`config.mk`:
```
export PLATFORM = sky130hd
export DESIGN_NAME = chained_hash_counter_mtf
export DESIGN_NICKNAME = d
export VERILOG_FILES = /design/src/rtl/core/chm_pkg.sv /design/src/rtl/core/chm_hash.sv /design/src/rtl/core/chm_cell.sv /design/src/rtl/core/chained_hash_counter_mtf.sv
export VERILOG_INCLUDE_DIRS = /design/src /design/src/rtl/core
export SDC_FILE = /design/constraint.sdc
export NUM_CORES = 2
export LEC_CHECK = 0
export CAP_MARGIN = 15
export CORE_UTILIZATION = 55
export DETAILED_ROUTE_END_ITERATION = 10
export DONT_BUFFER_PORTS = 1
export PLACE_DENSITY = 0.8
export REMOVE_ABC_BUFFERS = 1
export SLEW_MARGIN = 15
export SYNTH_ARGS = -nofsm -noshare
export SYNTH_HDL_FRONTEND = slang
export SYNTH_SLANG_ARGS = --single-unit
export TNS_END_PERCENT = 5
```
`constraint.sdc`:
```
create_clock -name clk -period 19.12 [get_ports clk]
set_clock_uncertainty 0.1 [all_clocks]
set_input_delay 1.912 -clock clk [delete_from_list [all_inputs] [get_ports clk]]
set_output_delay 1.912 -clock clk [all_outputs]
set_load 0.02 [all_outputs]
```
`src/rtl/core/chained_hash_counter_mtf_assert.svh`:
```
// Assertion macros for the chained hash counter.
// Expects clk and rst_n in the scope of each use.
`ifndef CHAINED_HASH_COUNTER_MTF_ASSERT_SVH
`define CHAINED_HASH_COUNTER_MTF_ASSERT_SVH

// Same-cycle implication.
`define CHM_ASSERT_IMP(lbl, ante, cons, msg) \
  lbl: assert property (@(posedge clk) disable iff (!rst_n) (ante) |-> (cons)) \
    else $error(msg);

// Next-cycle implication.
`define CHM_ASSERT_NXT(lbl, ante, cons, msg) \
  lbl: assert property (@(posedge clk) disable iff (!rst_n) (ante) |=> (cons)) \
    else $error(msg);

// Invariant on every clock edge out of reset.
`define CHM_ASSERT_ALW(lbl, expr, msg) \
  lbl: assert property (@(posedge clk) disable iff (!rst_n) (expr)) \
    else $error(msg);

`endif

```
`src/rtl/core/chm_pkg.sv`:
```
// Shared constants and the cell control struct of the chained hash counter.
// No dependencies.
package chm_pkg;

  localparam int BUCKETS_DEF = 4;
  localparam int DEPTH_DEF   = 8;

  localparam int KEY_W     = 32;
  localparam int CNT_W     = 4;
  localparam int BUCKET_OW = 2;
  localparam int POS_OW    = 3;

  localparam logic [CNT_W-1:0] LIMIT_RESET = 4'd10;

  // Broadcast from the top level to every cell during the update cycle.
  typedef struct packed {
    logic             upd;
    logic             hit;
    logic             move;
    logic             append;
    logic [CNT_W-1:0] cnt_new;
  } chm_ctl_t;

endpackage

```
`src/rtl/core/chm_hash.sv`:
```
// Bucket index unit: key modulo the bucket count.
// Depends on chm_pkg. Power-of-two counts are a mask, others a reciprocal stage.
module chm_hash
  import chm_pkg::*;
#(
  parameter int BUCKETS = BUCKETS_DEF
) (
  input  logic                       clk,
  input  logic                       load_i,
  input  logic [KEY_W-1:0]           key_i,
  input  logic [KEY_W-1:0]           key_r_i,
  output logic [$clog2(BUCKETS)-1:0] bucket_o
);

  localparam int BW = $clog2(BUCKETS);

  if ((BUCKETS & (BUCKETS - 1)) == 0) begin : g_mask
    assign bucket_o = key_i[BW-1:0];
  end else begin : g_recip
    // q_est = floor(key * M / 2^N) is q or q-1, so the remainder stays below 2B.
    localparam int          L     = BW - 1;
    localparam int          N     = KEY_W + L;
    localparam int          RW    = BW + 1;
    localparam logic [63:0] RECIP = (64'd1 << N) / BUCKETS;
    localparam logic [KEY_W-1:0] RECIP_W = RECIP[KEY_W-1:0];
    localparam logic [RW-1:0]    B_RW    = RW'(BUCKETS);

    logic [63:0]   prod;
    logic [RW-1:0] qlo_r;
    logic [RW-1:0] qb;
    logic [RW-1:0] rem;

    assign prod = 64'(key_i) * 64'(RECIP_W);

    always_ff @(posedge clk) begin
      if (load_i) begin
        qlo_r <= prod[N +: RW];
      end
    end

    assign qb  = RW'(qlo_r * B_RW);
    assign rem = key_r_i[RW-1:0] - qb;

    always_comb begin
      if (rem >= B_RW) begin
        bucket_o = BW'(rem - B_RW);
      end else begin
        bucket_o = rem[BW-1:0];
      end
    end
  end

endmodule

```
`src/rtl/core/chm_cell.sv`:
```
// One slot position of every bucket: key/count storage, compare and shift.
// Depends on chm_pkg.
module chm_cell
  import chm_pkg::*;
#(
  parameter int IDX         = 0,
  parameter int BUCKETS     = BUCKETS_DEF,
  parameter int CHAIN_DEPTH = DEPTH_DEF
) (
  input  logic                             clk,
  input  logic                             rd_en_i,
  input  logic [$clog2(BUCKETS)-1:0]       rd_addr_i,
  input  logic [$clog2(BUCKETS)-1:0]       wr_addr_i,
  input  logic [KEY_W-1:0]                 key_i,
  input  logic [$clog2(CHAIN_DEPTH+1)-1:0] fill_i,
  input  chm_ctl_t                         ctl_i,
  input  logic [KEY_W-1:0]                 prev_key_i,
  input  logic [CNT_W-1:0]                 prev_cnt_i,
  input  logic                             found_i,
  output logic [KEY_W-1:0]                 key_o,
  output logic [CNT_W-1:0]                 cnt_o,
  output logic                             found_o,
  output logic                             first_o
);

  localparam int FW = $clog2(CHAIN_DEPTH + 1);
  localparam logic [FW-1:0] IDX_F = FW'(IDX);

  logic [KEY_W-1:0] key_mem [BUCKETS];
  logic [CNT_W-1:0] cnt_mem [BUCKETS];
  logic [KEY_W-1:0] rd_key_r;
  logic [CNT_W-1:0] rd_cnt_r;

  logic             match;
  logic             we;
  logic [KEY_W-1:0] wkey;
  logic [CNT_W-1:0] wcnt;

  always_ff @(posedge clk) begin
    if (rd_en_i) begin
      rd_key_r <= key_mem[rd_addr_i];
      rd_cnt_r <= cnt_mem[rd_addr_i];
    end
  end

  always_ff @(posedge clk) begin
    if (we) begin
      key_mem[wr_addr_i] <= wkey;
      cnt_mem[wr_addr_i] <= wcnt;
    end
  end

  assign match   = (IDX_F < fill_i) && (rd_key_r == key_i);
  assign first_o = match && !found_i;
  assign found_o = found_i || match;
  assign key_o   = rd_key_r;
  assign cnt_o   = rd_cnt_r;

  // Cells up to the hit slot have found_i low; on a move they take the previous slot's entry, slot 0 the key.
  always_comb begin
    we   = 1'b0;
    wkey = key_i;
    wcnt = '0;
    if (ctl_i.upd) begin
      if (ctl_i.move && !found_i) begin
        we = 1'b1;
        if (IDX != 0) begin
          wkey = prev_key_i;
          wcnt = prev_cnt_i;
        end
      end else if (ctl_i.hit && !ctl_i.move && first_o) begin
        we   = 1'b1;
        wkey = rd_key_r;
        wcnt = ctl_i.cnt_new;
      end else if (ctl_i.append && (fill_i == IDX_F)) begin
        we = 1'b1;
      end
    end
  end

endmodule

```
`src/rtl/core/chained_hash_counter_mtf.sv`:
```
// Chained hash counter with move-to-front; top level over chm_hash and chm_cell.
// Flow: an accepted key reads the cell memories (after the ST_HASH reciprocal stage
//   for a non-power-of-two BUCKETS), ST_LOOK compares and updates, and the result is registered.
// No new transaction is taken while busy; busy covers the cell lookup
//   and update, which must finish before the next read of the cell memories.
// Reset: synchronous rst_n clears the FSM, out_valid and bucket fill counts, and sets count_limit to 10.
// The result strobe is single-cycle and cannot be stalled by the receiver.
`include "chained_hash_counter_mtf_assert.svh"

module chained_hash_counter_mtf
  import chm_pkg::*;
#(
  parameter int BUCKETS     = BUCKETS_DEF,
  parameter int CHAIN_DEPTH = DEPTH_DEF
) (
  input  logic                 clk,
  input  logic                 rst_n,
  // input channel
  input  logic                 start,
  output logic                 busy,
  input  logic [KEY_W-1:0]     in_key,
  // configuration channel (count_limit)
  input  logic                 cfg_valid,
  output logic                 cfg_ready,
  input  logic [CNT_W-1:0]     cfg_data,
  // result channel
  output logic                 out_valid,
  output logic [BUCKET_OW-1:0] out_bucket,
  output logic                 out_found,
  output logic [CNT_W-1:0]     out_count_after,
  output logic [POS_OW-1:0]    out_position,
  output logic                 out_moved_front,
  output logic                 out_full_drop
);

  localparam int BW = $clog2(BUCKETS);
  localparam int PW = $clog2(CHAIN_DEPTH);
  localparam int FW = $clog2(CHAIN_DEPTH + 1);
  localparam logic HASH_STAGE = ((BUCKETS & (BUCKETS - 1)) != 0);
  localparam logic [FW-1:0] DEPTH_F = FW'(CHAIN_DEPTH);

  typedef enum logic [1:0] {
    ST_IDLE,
    ST_HASH,
    ST_LOOK
  } state_t;

  state_t           state_r;
  logic [KEY_W-1:0] key_r;
  logic [BW-1:0]    bucket_r;
  logic [CNT_W-1:0] limit_r;
  logic [FW-1:0]    fill_r [BUCKETS];

  logic             accept;
  logic             rd_en;
  logic [BW-1:0]    hash_bucket;
  logic [FW-1:0]    fill_cur;

  // Cell row: found ripples from slot 0 upward, read data feeds the next slot.
  logic [KEY_W-1:0]       cell_key [CHAIN_DEPTH];
  logic [CNT_W-1:0]       cell_cnt [CHAIN_DEPTH];
  logic [CHAIN_DEPTH:0]   found_c;
  logic [CHAIN_DEPTH-1:0] first_v;

  chm_ctl_t         ctl;
  logic             hit;
  logic [PW-1:0]    hit_pos;
  logic [CNT_W-1:0] hit_cnt;
  logic [CNT_W-1:0] cnt_inc;
  logic             at_limit;
  logic             drop;
  logic [7:0]       pos_wide;
  logic [7:0]       bucket_wide;

  assign accept    = start && !busy;
  assign busy      = (state_r != ST_IDLE);
  assign cfg_ready = 1'b1;

  // Cell memories are read at the accept edge for a masked bucket, or after
  // the reciprocal stage otherwise.
  assign rd_en = (accept && !HASH_STAGE) || (state_r == ST_HASH);

  chm_hash #(
    .BUCKETS (BUCKETS)
  ) u_hash (
    .clk      (clk),
    .load_i   (accept),
    .key_i    (in_key),
    .key_r_i  (key_r),
    .bucket_o (hash_bucket)
  );

  for (genvar g = 0; g < CHAIN_DEPTH; g++) begin : g_cell
    logic [KEY_W-1:0] prev_key;
    logic [CNT_W-1:0] prev_cnt;

    if (g == 0) begin : g_head
      assign prev_key = '0;
      assign prev_cnt = '0;
    end else begin : g_body
      assign prev_key = cell_key[g-1];
      assign prev_cnt = cell_cnt[g-1];
    end

    chm_cell #(
      .IDX         (g),
      .BUCKETS     (BUCKETS),
      .CHAIN_DEPTH (CHAIN_DEPTH)
    ) u_cell (
      .clk        (clk),
      .rd_en_i    (rd_en),
      .rd_addr_i  (hash_bucket),
      .wr_addr_i  (bucket_r),
      .key_i      (key_r),
      .fill_i     (fill_cur),
      .ctl_i      (ctl),
      .prev_key_i (prev_key),
      .prev_cnt_i (prev_cnt),
      .found_i    (found_c[g]),
      .key_o      (cell_key[g]),
      .cnt_o      (cell_cnt[g]),
      .found_o    (found_c[g+1]),
      .first_o    (first_v[g])
    );
  end

  assign found_c[0] = 1'b0;
  assign hit        = found_c[CHAIN_DEPTH];
  assign fill_cur   = fill_r[bucket_r];

  // first_v is one-hot on a hit, so slot number and count are plain OR muxes.
  always_comb begin
    hit_pos = '0;
    hit_cnt = '0;
    for (int i = 0; i < CHAIN_DEPTH; i++) begin
      if (first_v[i]) begin
        hit_pos = hit_pos | PW'(i);
        hit_cnt = hit_cnt | cell_cnt[i];
      end
    end
  end

  assign cnt_inc  = hit_cnt + 1'b1;
  assign at_limit = (cnt_inc == limit_r);

  always_comb begin
    ctl.upd     = (state_r == ST_LOOK);
    ctl.hit     = hit;
    // A hit at the head at the limit only clears its count.
    ctl.move    = hit && at_limit && (hit_pos != '0);
    ctl.append  = !hit && (fill_cur < DEPTH_F);
    ctl.cnt_new = at_limit ? '0 : cnt_inc;
  end

  assign drop = !hit && !ctl.append;

  always_comb begin
    if (hit) begin
      pos_wide = 8'(hit_pos);
    end else if (ctl.append) begin
      pos_wide = 8'(fill_cur);
    end else begin
      pos_wide = '0;
    end
  end

  assign bucket_wide = 8'(bucket_r);

  always_ff @(posedge clk) begin
    if (!rst_n) begin
      limit_r <= LIMIT_RESET;
    end else if (cfg_valid && cfg_ready) begin
      limit_r <= cfg_data;
    end
  end

  always_ff @(posedge clk) begin
    if (!rst_n) begin
      for (int i = 0; i < BUCKETS; i++) begin
        fill_r[i] <= '0;
      end
    end else if (ctl.upd && ctl.append) begin
      fill_r[bucket_r] <= fill_cur + 1'b1;
    end
  end

  // Bucket index is captured with the cell read.
  always_ff @(posedge clk) begin
    if (accept) begin
      key_r <= in_key;
    end
    if (rd_en) begin
      bucket_r <= hash_bucket;
    end
  end

  always_ff @(posedge clk) begin
    if (!rst_n) begin
      state_r   <= ST_IDLE;
      out_valid <= 1'b0;
    end else begin
      out_valid <= 1'b0;
      case (state_r)
        ST_IDLE: begin
          if (accept) begin
            state_r <= HASH_STAGE ? ST_HASH : ST_LOOK;
          end
        end
        ST_HASH: begin
          state_r <= ST_LOOK;
        end
        ST_LOOK: begin
          state_r         <= ST_IDLE;
          out_valid       <= 1'b1;
          out_bucket      <= bucket_wide[BUCKET_OW-1:0];
          out_found       <= hit;
          out_count_after <= hit ? ctl.cnt_new : '0;
          out_position    <= pos_wide[POS_OW-1:0];
          out_moved_front <= ctl.move;
          out_full_drop   <= drop;
        end
        default: begin
          state_r <= ST_IDLE;
        end
      endcase
    end
  end

  // Checks (the match row is only meaningful while a lookup is in progress)
  `CHM_ASSERT_IMP(a_out_after_look, out_valid, $past(state_r == ST_LOOK), "result without lookup")
  `CHM_ASSERT_NXT(a_accept_busy, accept, busy, "busy low after accepted transaction")
  `CHM_ASSERT_IMP(a_first_onehot, state_r == ST_LOOK, $onehot0(first_v), "multiple first matches")
  `CHM_ASSERT_IMP(a_fill_bound, state_r == ST_LOOK, fill_cur <= DEPTH_F, "bucket fill over depth")
  `CHM_ASSERT_IMP(a_flags_excl, out_valid, !(out_full_drop && (out_found || out_moved_front)),
                  "drop flagged with hit or move")

endmodule

```
Word-level counts from Yosys, hierarchy flattened --
Memory sizes are Yosys's and may differ from the RTL's. A register that Yosys moved wholly into a read port is not among the register bits. Index checks and enable logic that the tools add are counted.
Word-level totals: register bits 53, bits in latches 0, RAM bits 1168, memory bits (read-only) 0, input port bits 40, output and inout bits 15, word-level logic and storage cells 260, memories kept 17
Memories:
- g_cell[0].u_cell.key_mem | words 4, width 32, rd ports 1, clocked after Yosys merged registers in 1, write ports 1, line chm_cell.sv:29 | logic [KEY_W-1:0] key_mem [BUCKETS];
- g_cell[1].u_cell.key_mem | words 4, width 32, rd ports 1, clocked after Yosys merged registers in 1, write ports 1, line chm_cell.sv:29
- g_cell[2].u_cell.key_mem | words 4, width 32, rd ports 1, clocked after Yosys merged registers in 1, write ports 1, line chm_cell.sv:29
- g_cell[3].u_cell.key_mem | words 4, width 32, rd ports 1, clocked after Yosys merged registers in 1, write ports 1, line chm_cell.sv:29
- g_cell[4].u_cell.key_mem | words 4, width 32, rd ports 1, clocked after Yosys merged registers in 1, write ports 1, line chm_cell.sv:29
- g_cell[5].u_cell.key_mem | words 4, width 32, rd ports 1, clocked after Yosys merged registers in 1, write ports 1, line chm_cell.sv:29
- +11 memories
Operators by class: add/sub/neg operators 2, $mul 0, div/mod/pow operators 0, magnitude comparators 9, eq/ne operators 19, shift operators 0, muxes and demuxes 125, bitwise operators 7, reduce and logical (&&, ||, !) cells 70
Operators by type and width (count):
- $mux 32 | 24
- $eq 32x32->1 | 8
- $mux 4 | 34
- $mux 1 | 55
- $logic_and 1x1->1 | 45
- $or 4x4->4 | 7
- $mux 3 | 6
- $eq 4x3->1 const B | 4
- $lt 3x4->1 const A | 4
- $logic_not 1->1 | 11
- $mux 2 | 5
- $add 4x1->4 const B | 2
- $eq 4x2->1 const B | 2
- $logic_or 1x1->1 | 8
- $lt 1x4->1 const A | 2
- $lt 2x4->1 const A | 2
- $eq 4x1->1 const B | 1
- $eq 4x4->1 | 1
- $logic_not 4->1 | 1
- $lt 4x4->1 const B | 1
- $pmux 2 s2 | 1
- $reduce_or 4->1 | 1
- $reduce_bool 3->1 | 1
- $eq 2x1->1 const B | 1
- 5 further kinds | 5

Depth between registers and ports, before layout --
depth in word-level cells 29, depth in mapped cells 23, mapped depth without buffers 18

Hierarchy --
From an unflattened synthesis, not the netlist that was laid out.
Second synthesis, totals: cells, all modules 3163, area total of the unflattened synthesis 61776.7 sq um
By module, submodules not included:
- chm_cell at g_cell[4].u_cell | instances 1, cells each 442, area an instance 7770.0 sq um, sequential area each 5405.2 sq um
- chm_cell at g_cell[5].u_cell | instances 1, cells each 436, area an instance 7742.4 sq um, sequential area each 5405.2 sq um
- chm_cell at g_cell[1].u_cell | instances 1, cells each 381, area an instance 7516.0 sq um, sequential area each 5405.2 sq um
- chm_cell at g_cell[2].u_cell | instances 1, cells each 378, area an instance 7440.9 sq um, sequential area each 5405.2 sq um
- chm_cell at g_cell[6].u_cell | instances 1, cells each 345, area an instance 7205.7 sq um, sequential area each 5405.2 sq um
- chm_cell at g_cell[3].u_cell | instances 1, cells each 334, area an instance 7189.4 sq um, sequential area each 5405.2 sq um
- chm_cell at g_cell[7].u_cell | instances 1, cells each 335, area an instance 7180.6 sq um, sequential area each 5405.2 sq um
- chm_cell at g_cell[0].u_cell | instances 1, cells each 332, area an instance 6907.9 sq um, sequential area each 5405.2 sq um
- chained_hash_counter_mtf | instances 1, cells each 178, area an instance 2808.9 sq um, sequential area each 2021.9 sq um
- chm_hash | instances 1, cells each 2, area an instance 15.0 sq um, sequential area each 0.0 sq um

Worst setup path before layout --
Ideal clock, no wire load.
path kind input to register, from input start, to register state_r[1], library setup time 0.142 ns, data arrival time 16.722 ns, data required time 18.878 ns, slack 2.157 ns, stages on the path 2, path buffers 0, path through nor2b_1 > and2_1
Between the ends: longest elaborated chain between the ends 2
Ends and longest elaborated chain:
- start: declaration | line chained_hash_counter_mtf.sv:19 | input logic start,
- $logic_and 1x1->1 | line chained_hash_counter_mtf.sv:75 | assign accept = start && !busy;
- $ne 2x2->1 (no source line)
- end signal: assignment | line chained_hash_counter_mtf.sv:206 | state_r <= HASH_STAGE ? ST_HASH : ST_LOOK;
- end: declaration | line chained_hash_counter_mtf.sv:48 | state_t state_r;
Every way passes these cells. A chain may end at the register's enable or synchronous reset.

Worst setup path in the final report --
from register key_r[20], to memory g_cell[5].u_cell.key_mem[2][12] (data pin)
Between the ends: longest elaborated chain between the ends 27, elaborated cells between the ends (all ways) 71, classes of those cells add/sub (1); eq/ne (9); mux (18); bitwise (7); reduce/logical (36)
Ends and longest elaborated chain:
- start: declaration | line chained_hash_counter_mtf.sv:49 | logic [KEY_W-1:0] key_r;
- start signal: assignment | line chained_hash_counter_mtf.sv:190 | key_r <= in_key;
- $eq 32x32->1 | line chm_cell.sv:53 | assign match = (IDX_F < fill_i) && (rd_key_r == key_i);
- $logic_and 1x1->1 | line chm_cell.sv:53
- $mux 4 or $logic_not 1->1 (tied branches) | line chained_hash_counter_mtf.sv:136, chm_cell.sv:54
- $or 4x4->4 or $logic_and 1x1->1 (tied branches) | line chained_hash_counter_mtf.sv:138, chm_cell.sv:54
- $mux 4 | line chained_hash_counter_mtf.sv:136 | if (first_v[i]) begin
- $or 4x4->4 | line chained_hash_counter_mtf.sv:138 | hit_cnt = hit_cnt | cell_cnt[i];
- $mux 4 | line chained_hash_counter_mtf.sv:136
- $or 4x4->4 | line chained_hash_counter_mtf.sv:138
- (+10 left out)
- $eq 4x4->1 | line chained_hash_counter_mtf.sv:144 | assign at_limit = (cnt_inc == limit_r);
- $logic_and 1x1->1 (2 in a row) | line chained_hash_counter_mtf.sv:150 | ctl.move = hit && at_limit && (hit_pos != '0);
- $logic_not 1->1 | line chm_cell.sv:71 | end else if (ctl_i.hit && !ctl_i.move && first_o) begin
- $logic_and 1x1->1 (2 in a row) | line chm_cell.sv:71
- $mux 32 | line chm_cell.sv:71
- $mux 32 (*) | line chm_cell.sv:65 | if (ctl_i.move && !found_i) begin
- $mux 32 (*) | line chm_cell.sv:64 | if (ctl_i.upd) begin
- via g_cell[5].u_cell.wkey[12] | line chm_cell.sv:36 | logic [KEY_W-1:0] wkey;
- end: declaration | line chm_cell.sv:29
Mark *: on every way through the listed nets, which the timed path passes. The rest lies on a longest branch.

==> results.cfg <==
[layout]
layout-drive-gt1-share_pct = 22.7
mostFrequentLayoutCells = 1,500 x edfxtp_1, 291 x mux4_2, 228 x xor2_1
design_area_um2 = 67400
fin_cells = 4746
final_common_cell = edfxtp_1
syn_to_final_growth_pct = 10.7
fillers = 7269
nNetsFinal = 3203

[routing]
drt_iter0_drc = 5196
drc = 0
wl_per_cell_um = 32.8
drtPass1Iterations = 8
wirelength_um = 156000
ant_nets = 0
vias_per_cell = 6.77
route.vias.total = 32149

[grt]
overflow = 0
globalRouteTotalUtil_pct = 28.1
grt_pass1_vias = 31746
antenna_found_initial = 12
grt_max_degree = 291
grt_pass1_wl_um = 224000

[sta]
worst_pin_slew_ps = 1580
fmax_mhz = 128
setup_viol_count_final = 0
min_period_over_period_pct = 40.9
max_slew_margin_pct = -5.05
period_needed_ps = 7820
final_hold_viol_count = 0
rsz0062_at_grt = false
fin_setup_tns_ps = 0
slew_viol_final = 41

[cts]
cts_tree = yes
worstSkewPairLatency_ps = 760
clk_pin_slew_ps = 60
hold_buffers = 0
postCtsSetupBuffers = 0
cts_sinks = 1508
ctsResizeCount = 0
cts_buffers = 144
clockBufferDepth = 3
cts_max_level = 4
root_buffer = clkbuf_16

[power]
p_int_mw = 5.45
power_leakage_nw = 22.0
switching_power_mw = 1.46
switching_share_pct = 21.1
power_density_nw_per_um2 = 102
p_comb_share_pct = 4.4
ir_drop_mv = 0.0802
pwr-share-seq_pct = 54.4
pwr-share-clk_pct = 41.2

[synth]
yosys_warnings = 0
synth_cell_types = 69
synth_edf_count = 1500
netlist_area_um2 = 60900
avgSynthCellArea_um2 = 19.2
seq_area_frac_synth_pct = 74.2
ys.flop_type = edfxtp_1
ys_async_sr_fraction_pct = 0
ys_ff_latch = 1508
syn-instance-count = 3168

[critical_path]
start_kind = flip-flop
worst-path-buf-inv = 1
cp-end-kind = flip-flop
worstPathCellList = xor2_1 > nor4_1 > nand4_1 > a211oi_2 > or4_1 > nor3_4 > a2111o_1 > ha_1 > xnor2_1 > and3_1 > nand4_4 > a21oi_2 > buf_4 > a2bb2oi_1
critical_path_class = flip-flop to flip-flop
required_ps = 19530
critPathMaxFanout = 37
cp.arrival_ps = 8240
cp_top_family = simple AND/OR/NAND/NOR gates
critPathMaxStageDelay_ps = 990
cpMaxStageDelayCell = edfxtp_1

[flow_run]
cap_violations = 0

[run_status]
violations = max-slew violations
status = complete, but fails checks

[floorplan]
die-height_um = 335
pin_count = 55
core_area_um2 = 109000
die-area_um2 = 112000
die_x_um = 335
start_util_pct = 55.7
num_rows = 121

[placed_design]
place_congestion = 0.921
dp_hpwl_um = 91500
placed_area_um2 = 62700
dp_cells = 4489
numPortBuffers = 0

[hold_path]
min_path_type = flip-flop to flip-flop
==> power groups by stage <==
| stage | registers, mW | logic (mW) | clock network [mW] |
|---|---|---|---|
| after floorplan | 3.83 | 0.171 | 0 |
| after global placement | 3.82 | 0.278 | 0 |
| after global routing | 3.75 | 0.309 | 2.98 |
| final | 3.75 | 0.302 | 2.85 |
| after CTS | 3.75 | 0.290 | 2.86 |
| after detailed placement | 3.82 | 0.286 | 0 |
==> synth_stat cells (4+ instances only) <==
library cell | n | area share [%]
a211oi_1 | 6 | 0.074
a21oi_1 | 50 | 0.41
a22o_1 | 8 | 0.12
a22oi_1 | 5 | 0.062
a2bb2oi_1 | 33 | 0.47
a31oi_1 | 7 | 0.072
a32o_1 | 8 | 0.13
a32oi_1 | 4 | 0.058
and2_1 | 11 | 0.11
and3_1 | 9 | 0.092
and4_1 | 4 | 0.058
buf_1 | 62 | 0.38
buf_2 | 37 | 0.30
buf_4 | 6 | 0.074
clkbuf_1 | 133 | 0.82
dfxtp_1 | 8 | 0.26
edfxtp_1 | 1500 | 74
ha_1 | 4 | 0.082
inv_1 | 58 | 0.36
mux2_1 | 20 | 0.37
mux2_2 | 76 | 1.4
mux2i_1 | 8 | 0.13
mux4_2 | 291 | 11
nand2_1 | 69 | 0.43
nand3_1 | 20 | 0.16
nand3_2 | 5 | 0.082
nand4_1 | 24 | 0.25
nor2_1 | 90 | 0.55
nor2b_1 | 5 | 0.051
nor3_1 | 18 | 0.15
nor4_1 | 63 | 0.65
o211a_1 | 41 | 0.67
o21ai_0 | 33 | 0.27
o221a_2 | 23 | 0.43
o22ai_1 | 67 | 0.69
or2_0 | 13 | 0.13
or2_2 | 4 | 0.041
or3_1 | 37 | 0.38
xnor2_1 | 35 | 0.50
xor2_1 | 228 | 3.3
==> final timing paths <==
path | cells past startpoint | slack, ps | start | end
hold reg to reg | 2 | 450 | limit_r[1] | limit_r[1]
setup / recovery | 14 | 11300 | key_r[20] | g_cell[5].u_cell.key_mem[2][12]
hold / removal | 2 | 450 | limit_r[1] | limit_r[1]
setup reg to reg | 14 | 11300 | key_r[20] | g_cell[5].u_cell.key_mem[2][12]
==> cell type report <==
| cell class | instances | area (um2) | area share [%] |
|---|---|---|---|
| clock buffer | 172 | 3810 | 5.66 |
| clock inverter | 83 | 863 | 1.28 |
| inverter | 60 | 225 | 0.334 |
| tap | 1476 | 1850 | 2.74 |
| sequential | 1508 | 45200 | 67.1 |
| antenna | 2 | 5.00 | 0.00743 |
| multi-input combinational | 1359 | 14800 | 21.9 |
| timing repair buffer | 86 | 646 | 0.958 |
==> cells by family (layout without fill, tap and decap cells) <==
kind of cell	count (synthesis)	in the layout	synth area share, %
compound gates	308	308	3.78
buf+inv	301	401	2.01
mux	395	395	12.7
other cells	1	3	0.00616
flops	1508	1508	74.2
xor+xnor	265	265	3.84
simple gates	386	386	3.39
fa+ha+maj	4	4	0.0822
==> state kept, by name, indices dropped and copies added (netlist names), named ones only <==
signal                 flops
out_count_after            4
g_cell.u_cell.cnt_o       32
g_cell.u_cell.key_mem   1024
out_moved_front            1
out_full_drop              1
key_r                     32
out_valid                  1
out_position               3
limit_r                    4
out_found                  1
fill_r                    16
g_cell.u_cell.key_o      256
state_r                    1
g_cell.u_cell.cnt_mem    128
out_bucket                 2
==> worst reg2reg max path, cell delays in order, from the launching register on <==
cell and delay, ps:
edfxtp_1 990, xor2_1 180, nor4_1 490, nand4_1 350, a211oi_2 920, or4_1 400
nor3_4 110, a2111o_1 510, ha_1 430, xnor2_1 250, and3_1 630, nand4_4 810
a21oi_2 440, buf_4 540, a2bb2oi_1 430
==> metal layers <==
layer,global-route usage (%),vias up,routed length (um)
met5,0,-,134
met4,10.8,20,6810
met3,7.64,465,21300
met2,42.4,2578,71300
met1,39.5,16343,56300
li1,-,12743,-
==> through the flow <==
stage	hold slack (ps)	power [mW]	setup WS (ps)	utilization, %
after floorplan	362	4.00	2160	-
after global placement	411	4.10	11560	57.3
after detailed placement	434	4.11	11450	57.3
after CTS	454	6.90	11410	61.6
after global routing	485	7.05	10990	61.6
final	448	6.90	11300	61.6
Power figures use the tool's default switching activity.
